[src/lsra_pkg.sv]
// Shared constants, types and allocation order for the linear-scan register allocator.
package lsra_pkg;

    localparam int NUM_REGS        = 16;
    localparam int POS_WIDTH       = 16;
    localparam int MAX_SPILL_SLOTS = 1024;

    localparam int IDX_W      = $clog2(NUM_REGS);
    localparam int SLOT_CNT_W = $clog2(MAX_SPILL_SLOTS + 1);
    localparam int SLOT_BYTES_SH = 3;   // eight bytes per slot
    localparam int ORDER_LEN  = 14;

    // Fixed output field widths
    localparam int REG_FW   = 4;
    localparam int SLOT_FW  = 10;
    localparam int AREA_FW  = 14;

    localparam int IN_DATA_W  = ((2 * POS_WIDTH + 7) / 8) * 8;
    localparam int IN_USER_W  = 8;
    localparam int OUT_DATA_W = ((REG_FW + SLOT_FW + AREA_FW + 1 + 7) / 8) * 8;
    localparam int OUT_USER_W = 8;

    typedef logic [IDX_W-1:0]      t_reg_idx;
    typedef logic [POS_WIDTH-1:0]  t_pos;
    typedef logic [SLOT_CNT_W-1:0] t_slot_cnt;

    // Frame and stack pointers, never handed out
    localparam t_reg_idx RBP_IDX = t_reg_idx'(6);
    localparam t_reg_idx RSP_IDX = t_reg_idx'(7);

    // rax, rcx, rdx, rsi, rdi, r8-r11, rbx, r12-r15
    localparam t_reg_idx ALLOC_ORDER [ORDER_LEN] = '{
        t_reg_idx'(0),  t_reg_idx'(1),  t_reg_idx'(2),  t_reg_idx'(4),
        t_reg_idx'(5),  t_reg_idx'(8),  t_reg_idx'(9),  t_reg_idx'(10),
        t_reg_idx'(11), t_reg_idx'(3),  t_reg_idx'(12), t_reg_idx'(13),
        t_reg_idx'(14), t_reg_idx'(15)
    };

endpackage

[src/linear_scan_reg_alloc.sv]
// Linear-scan register allocator: one live interval in, one register or spill slot out.
//
//  Channel  Dir  Fields (lowest bit first)
//  -------  ---  ---------------------------------------------------------------
//  s_axis   in   tdata: iv_start, end_pos           tuser: iv_class, new_function
//  m_axis   out  tdata: granted_reg, slot_idx,      tuser: spilled
//                       spill_area_bytes, spill_overflow
//
//  An item goes from acceptance to result through an accept step, a sweep of the
//  interval-end memory through its single read port (expiry check on each busy
//  register), a drain of the read pipeline and the allocate step.
//  A result waits in the output register; the next item is accepted meanwhile,
//  and only the allocate step holds if that register is still occupied.
//  i_rst_n (synchronous, active low) clears the busy bits, the slot counter and
//  all control state; the end-position memory needs no clearing pass.
module linear_scan_reg_alloc (
    input  logic                          i_clk,
    input  logic                          i_rst_n,
    input  logic                          s_axis_tvalid,
    output logic                          s_axis_tready,
    input  logic [lsra_pkg::IN_DATA_W-1:0]  s_axis_tdata,  // iv_start, end_pos
    input  logic [lsra_pkg::IN_USER_W-1:0]  s_axis_tuser,  // iv_class, new_function
    output logic                          m_axis_tvalid,
    input  logic                          m_axis_tready,
    output logic [lsra_pkg::OUT_DATA_W-1:0] m_axis_tdata,  // granted_reg, slot_idx,
                                                           // spill_area_bytes, spill_overflow
    output logic [lsra_pkg::OUT_USER_W-1:0] m_axis_tuser   // spilled
);
    import lsra_pkg::*;

    localparam logic [1:0] ST_IDLE  = 2'd0;
    localparam logic [1:0] ST_SWEEP = 2'd1;
    localparam logic [1:0] ST_DRAIN = 2'd2;
    localparam logic [1:0] ST_ALLOC = 2'd3;

    logic [1:0]          r_state, n_state;
    logic [NUM_REGS-1:0] r_busy;
    t_slot_cnt           r_slots;
    t_reg_idx            r_idx;

    // Current item
    t_pos r_start;
    t_pos r_end;
    logic r_is_gp;

    // Interval-end memory, one read and one write port
    t_pos     mem_end [NUM_REGS];
    t_pos     r_rd_data;
    logic     r_chk_vld;
    t_reg_idx r_chk_idx;

    // Output register
    logic                  r_out_vld;
    logic [REG_FW-1:0]     r_out_reg;
    logic                  r_out_spilled;
    logic [SLOT_FW-1:0]    r_out_slot;
    logic [AREA_FW-1:0]    r_out_area;
    logic                  r_out_ovf;

    logic      in_fire;
    logic      alloc_go;
    logic      found;
    t_reg_idx  found_idx;
    logic      grant;
    logic      full;
    t_slot_cnt n_slots;
    logic      expire;

    assign s_axis_tready = (r_state == ST_IDLE);
    assign in_fire       = s_axis_tvalid && s_axis_tready;
    assign alloc_go      = (r_state == ST_ALLOC) && (!r_out_vld || m_axis_tready);

    // Expiry check on the entry read in the previous cycle
    assign expire = r_chk_vld && r_busy[r_chk_idx] && (r_rd_data <= r_start);

    // First free register in the fixed order
    always_comb begin
        found     = 1'b0;
        found_idx = '0;
        for (int k = ORDER_LEN - 1; k >= 0; k--) begin
            if (!r_busy[ALLOC_ORDER[k]]) begin
                found     = 1'b1;
                found_idx = ALLOC_ORDER[k];
            end
        end
    end

    assign grant   = r_is_gp && found;
    assign full    = (r_slots >= t_slot_cnt'(MAX_SPILL_SLOTS));
    assign n_slots = (!grant && !full) ? r_slots + t_slot_cnt'(1) : r_slots;

    always_comb begin
        n_state = r_state;
        unique case (r_state)
            ST_IDLE: begin
                if (in_fire) n_state = ST_SWEEP;
            end
            ST_SWEEP: begin
                if (r_idx == t_reg_idx'(NUM_REGS - 1)) n_state = ST_DRAIN;
            end
            ST_DRAIN: n_state = ST_ALLOC;
            ST_ALLOC: begin
                if (alloc_go) n_state = ST_IDLE;
            end
            default: n_state = ST_IDLE;
        endcase
    end

    // Control state
    always_ff @(posedge i_clk) begin
        if (!i_rst_n) begin
            r_state   <= ST_IDLE;
            r_busy    <= '0;
            r_slots   <= '0;
            r_idx     <= '0;
            r_chk_vld <= 1'b0;
            r_out_vld <= 1'b0;
        end else begin
            r_state   <= n_state;
            r_chk_vld <= (r_state == ST_SWEEP);
            if (in_fire) begin
                r_idx <= '0;
                // New function: drop all bindings and the spill area
                if (s_axis_tuser[1]) begin
                    r_busy  <= '0;
                    r_slots <= '0;
                end
            end else if (r_state == ST_SWEEP) begin
                r_idx <= r_idx + t_reg_idx'(1);
            end
            if (expire) r_busy[r_chk_idx] <= 1'b0;
            if (alloc_go) begin
                if (grant) r_busy[found_idx] <= 1'b1;
                r_slots   <= n_slots;
                r_out_vld <= 1'b1;
            end else if (m_axis_tready) begin
                r_out_vld <= 1'b0;
            end
        end
    end

    // Item and pipeline payload
    always_ff @(posedge i_clk) begin
        if (in_fire) begin
            r_start <= s_axis_tdata[POS_WIDTH-1:0];
            r_end   <= s_axis_tdata[2*POS_WIDTH-1:POS_WIDTH];
            r_is_gp <= !s_axis_tuser[0];
        end
        r_chk_idx <= r_idx;
    end

    // Memory: read the swept entry, write the end of a newly granted register
    always_ff @(posedge i_clk) begin
        r_rd_data <= mem_end[r_idx];
        if (alloc_go && grant) mem_end[found_idx] <= r_end;
    end

    // Result
    always_ff @(posedge i_clk) begin
        if (alloc_go) begin
            r_out_reg     <= grant ? REG_FW'(found_idx) : '0;
            r_out_spilled <= !grant;
            r_out_ovf     <= !grant && full;
            if (grant) begin
                r_out_slot <= '0;
            end else if (full) begin
                r_out_slot <= SLOT_FW'(MAX_SPILL_SLOTS - 1);
            end else begin
                r_out_slot <= SLOT_FW'(r_slots);
            end
            r_out_area <= AREA_FW'({n_slots, {SLOT_BYTES_SH{1'b0}}});
        end
    end

    assign m_axis_tvalid = r_out_vld;
    assign m_axis_tdata  = OUT_DATA_W'({r_out_ovf, r_out_area, r_out_slot, r_out_reg});
    assign m_axis_tuser  = OUT_USER_W'(r_out_spilled);

`ifndef SYNTHESIS
    // Frame and stack pointers never become busy
    a_no_fp_sp: assert property (@(posedge i_clk) disable iff (!i_rst_n)
        !r_busy[RBP_IDX] && !r_busy[RSP_IDX])
        else $error("rbp or rsp marked busy");

    // Slot counter saturates at its limit
    a_slot_sat: assert property (@(posedge i_clk) disable iff (!i_rst_n)
        r_slots <= t_slot_cnt'(MAX_SPILL_SLOTS))
        else $error("spill slot counter beyond limit");

    // A result is loaded only by the allocate step
    a_out_src: assert property (@(posedge i_clk) disable iff (!i_rst_n)
        $rose(r_out_vld) |-> $past(r_state == ST_ALLOC))
        else $error("result appeared outside allocate step");

    // An accepted item starts its sweep at entry zero
    a_sweep_start: assert property (@(posedge i_clk) disable iff (!i_rst_n)
        in_fire |=> (r_state == ST_SWEEP) && (r_idx == '0))
        else $error("sweep did not start after accept");
`endif

endmodule

[config.mk]
export PLATFORM = sky130hd
export DESIGN_NAME = linear_scan_reg_alloc
export DESIGN_NICKNAME = d
export VERILOG_FILES = /design/src/lsra_pkg.sv /design/src/linear_scan_reg_alloc.sv
export SDC_FILE = /design/constraint.sdc
export NUM_CORES = 1
export LEC_CHECK = 0
export BUFFER_PORTS_ARGS = -buffer_cell sky130_fd_sc_hd__buf_2
export CAP_MARGIN = 0
export CORE_ASPECT_RATIO = 2
export CORE_MARGIN = 5
export CORE_UTILIZATION = 60
export DETAILED_ROUTE_END_ITERATION = 10
export PLACE_DENSITY = 0.87
export REMOVE_ABC_BUFFERS = 1
export SETUP_SLACK_MARGIN = 0.4
export SLEW_MARGIN = 15
export SYNTH_ARGS = -nofsm -noshare
export SYNTH_HDL_FRONTEND = slang
export SYNTH_SLANG_ARGS = --single-unit
[constraint.sdc]
create_clock -name i_clk -period 4.06 [get_ports i_clk]
set_input_delay 0.203 -clock i_clk [delete_from_list [all_inputs] [get_ports i_clk]]
set_output_delay 0.203 -clock i_clk [all_outputs]
set_load 0.05 [all_outputs]
==> results.tsv <==
stage	metric	value	unit
outcome	status	finished clean	
timing	fin_skew	0.0162	ns
detailed_routing	via_per_inst	6.16	
critical_path	r2r_start	r_busy[12]$_SDFF_PN0_	
yosys	synth_enable_flop_cells	316	
power	power_density	539	nW/um^2
min_path	hp-class	input pin to register	
clocking	clk_path_buf_depth	3	
detailed_routing	wl_per_cell	24.3	um
cells_and_area	area_growth	14.9	%
floorplan	die_w	120	um
floorplan	initial_core_util	0.608	
detailed_routing	drt_first_pass_iters	5	
yosys	synth_area_per_cell	18.0	sq um
yosys	syn_inst	810	
timing	worst_pin_slew	1.02	ns
clocking	cts-root-buf	clkbuf_16	
timing	fmax	351	MHz
clocking	cts_tree	done	
clocking	clk_latency	0.56	ns
timing	finalSetupViolations	0	
placed_design	port_buffers	66	
cells_and_area	top_register	mem_end	
critical_path	cp-end-kind	register	
min_path	hold_path_end	r_slots[10]$_SDFFE_PN0P_	
yosys	yosysSeqAreaShare	0.725	
cells_and_area	stdcell_area	16700	sq um
power	ir_drop	0.424	mV
min_path	hp-start	s_axis_tuser[1]	
timing	tns	0	ns
placed_design	dp_hpwl	18800	um
power	p_leak	5.66	nW
floorplan	die-area	27700	sq um
critical_path	cp.arrival	3.02	ns
floorplan	core_area	23900	sq um
detailed_routing	routed_wl	31000	um
clocking	cts_num_sinks	369	
global_routing	grt_max_degree	37	
timing	holdWs	0.0645	ns
clocking	holdBufCountCts	35	
global_routing	grt_pass1_wl	47500	um
critical_path	crit_family	simple AND/OR/NAND/NOR gates	
critical_path	critPathBufInv	1	
critical_path	regToRegSetupSlack	1.21	ns
critical_path	timing.rr.end	mem_end[2][8]$_DFFE_PP_	
placed_design	gp_congestion	0.934	
timing	slew_headroom	0.320	
placed_design	place_ws	1.21	ns
critical_path	crit_fanout	16	
yosys	yosys_warnings	0	
yosys	ys_seq_elements	369	
yosys	syn_area	14500	sq um
detailed_routing	ant_nets	0	
timing	slew_viol_final	0	
cells_and_area	largest_reg_flops	256	
yosys	synth_cell_type_count	62	
critical_path	worstSetupPathType	register to register	
clocking	cts_buffers	29	
cells_and_area	drive_above_1_share	0.235	
timing	finalWorstSetupSlack	1.21	ns
timing	fin_crit_sh	0.701	
global_routing	antenna_found_initial	0	
clocking	htree_levels	1	
critical_path	slowest_delay	0.76	ns
clocking	cts_setup_buffers	0	
critical_path	crit_chain	nand4_1, a31oi_1, or2_1, nand2_1, or3_1, inv_1	
yosys	async_flop_share	0	
timing	period_minus_slack	2.85	ns
yosys	yosys_most_used_dff	edfxtp_1	
cells_and_area	final_common_cell	edfxtp_1	
floorplan	rows	80	
min_path	holdPathStages	4	
critical_path	worstSetupStartpointType	register	
clocking	path_clk_slew	0.07	ns
job	cap_violations	0	
clocking	cts_resized	0	
global_routing	gr-total-overflow	0	
global_routing	grt_pass1_vias	8086	
placed_design	place_area	15400	sq um
cells_and_area	final_cell_mix	edfxtp_1 (316), mux4_2 (81), buf_2 (66)	
detailed_routing	drc	0	
cells_and_area	final_nets	1032	
critical_path	reg2reg_depth	6	
critical_path	slowest_stage	inv_1	
critical_path	required	4.23	ns
floorplan	die_y	230	um
timing	report.final.hold_viol_count	0	
detailed_routing	drt_iter0_drc	794	
cells_and_area	antenna_cells	0	
floorplan	ios	86	
global_routing	grtUsageTotal	0.230	
timing	rsz0062_at_grt	no	
detailed_routing	vias	7846	
worst min-delay path, delay by kind of cell:
kind                   cells  cell delay, ns
and+or+nand+nor            2            0.19
buffers and inverters      1            0.12
AOI/OAI and AO/OA          1            0.08
layout make-up:
class,count,area [sq um]
inverter,32,125
sequential,369,10600
clock buffer,38,769
clock inverter,15,214
tap,287,359
multi-input combinational,408,3810
timing repair buffer,125,873
fill,1395,7210
worst max path at each step:
stage / startpoint / endpoint / slack, ns / cells after the start
2_1_floorplan: r_idx[0]$_SDFFE_PP0P_ / r_rd_data[0]$_DFF_P_ / 0.02 / 2
3_3_place_gp: r_busy[12]$_SDFF_PN0_ / mem_end[2][12]$_DFFE_PP_ / 1.29 / 6
3_5_place_dp: r_busy[12]$_SDFF_PN0_ / mem_end[2][14]$_DFFE_PP_ / 1.21 / 6
4_1_cts: r_busy[15]$_SDFF_PN0_ / mem_end[2][7]$_DFFE_PP_ / 1.20 / 6
5_1_grt: r_busy[12]$_SDFF_PN0_ / mem_end[2][7]$_DFFE_PP_ / 0.98 / 6
6_report: r_busy[12]$_SDFF_PN0_ / mem_end[2][8]$_DFFE_PP_ / 1.21 / 6
Yosys cell counts (4+ instances only):
cell type | n | share of area
dfxtp_1 | 53 | 0.073
nand2_1 | 40 | 0.010
and2_1 | 5 | 0.0021
xnor2_1 | 8 | 0.0048
nor3_1 | 9 | 0.0031
buf_2 | 6 | 0.0021
inv_1 | 30 | 0.0077
buf_1 | 4 | 0.0010
mux4_2 | 81 | 0.13
xor2_1 | 4 | 0.0024
nand2b_1 | 5 | 0.0021
o31ai_1 | 4 | 0.0021
buf_4 | 15 | 0.0077
clkbuf_1 | 19 | 0.0049
nand3_1 | 14 | 0.0048
a21oi_1 | 19 | 0.0065
a31oi_1 | 5 | 0.0021
nand4_1 | 7 | 0.0030
nor4_1 | 5 | 0.0021
o211ai_1 | 7 | 0.0036
nor2b_1 | 6 | 0.0026
o21ai_0 | 11 | 0.0038
o21ai_1 | 8 | 0.0028
edfxtp_1 | 316 | 0.65
nor2_1 | 50 | 0.013
ha_1 | 23 | 0.020
where the power goes:
group	switching, mW	internal, mW
clock	1.28	1.66
combinational	0.675	0.551
sequential	0.305	4.52
logic make-up after synthesis:
family	share of synthesized area
buf+inv	0.0251
other cells	0.000258
mux	0.127
compound gates	0.0376
xor+xnor	0.00722
flops	0.725
simple gates	0.0581
fa+ha+maj	0.0198
metrics by stage:
step           power, mW   util  instances
3_3_place_gp        6.03  0.643       1186
2_1_floorplan       5.71      -        809
6_report            9.00  0.699       1274
5_1_grt             9.34  0.699       1274
4_1_cts             9.05  0.699       1274
3_5_place_dp        6.10  0.643       1186
layer usage:
metal,track usage,up-vias,share of wire,routed length (um)
met5,0,-,0,0
met4,0.103,0,0.046,1420
met3,0.0243,76,0.062,1910
met2,0.425,371,0.55,17200
met1,0.268,3952,0.34,10500
li1,-,3447,-,-
No activity file was read; power rests on OpenSTA's default activity.
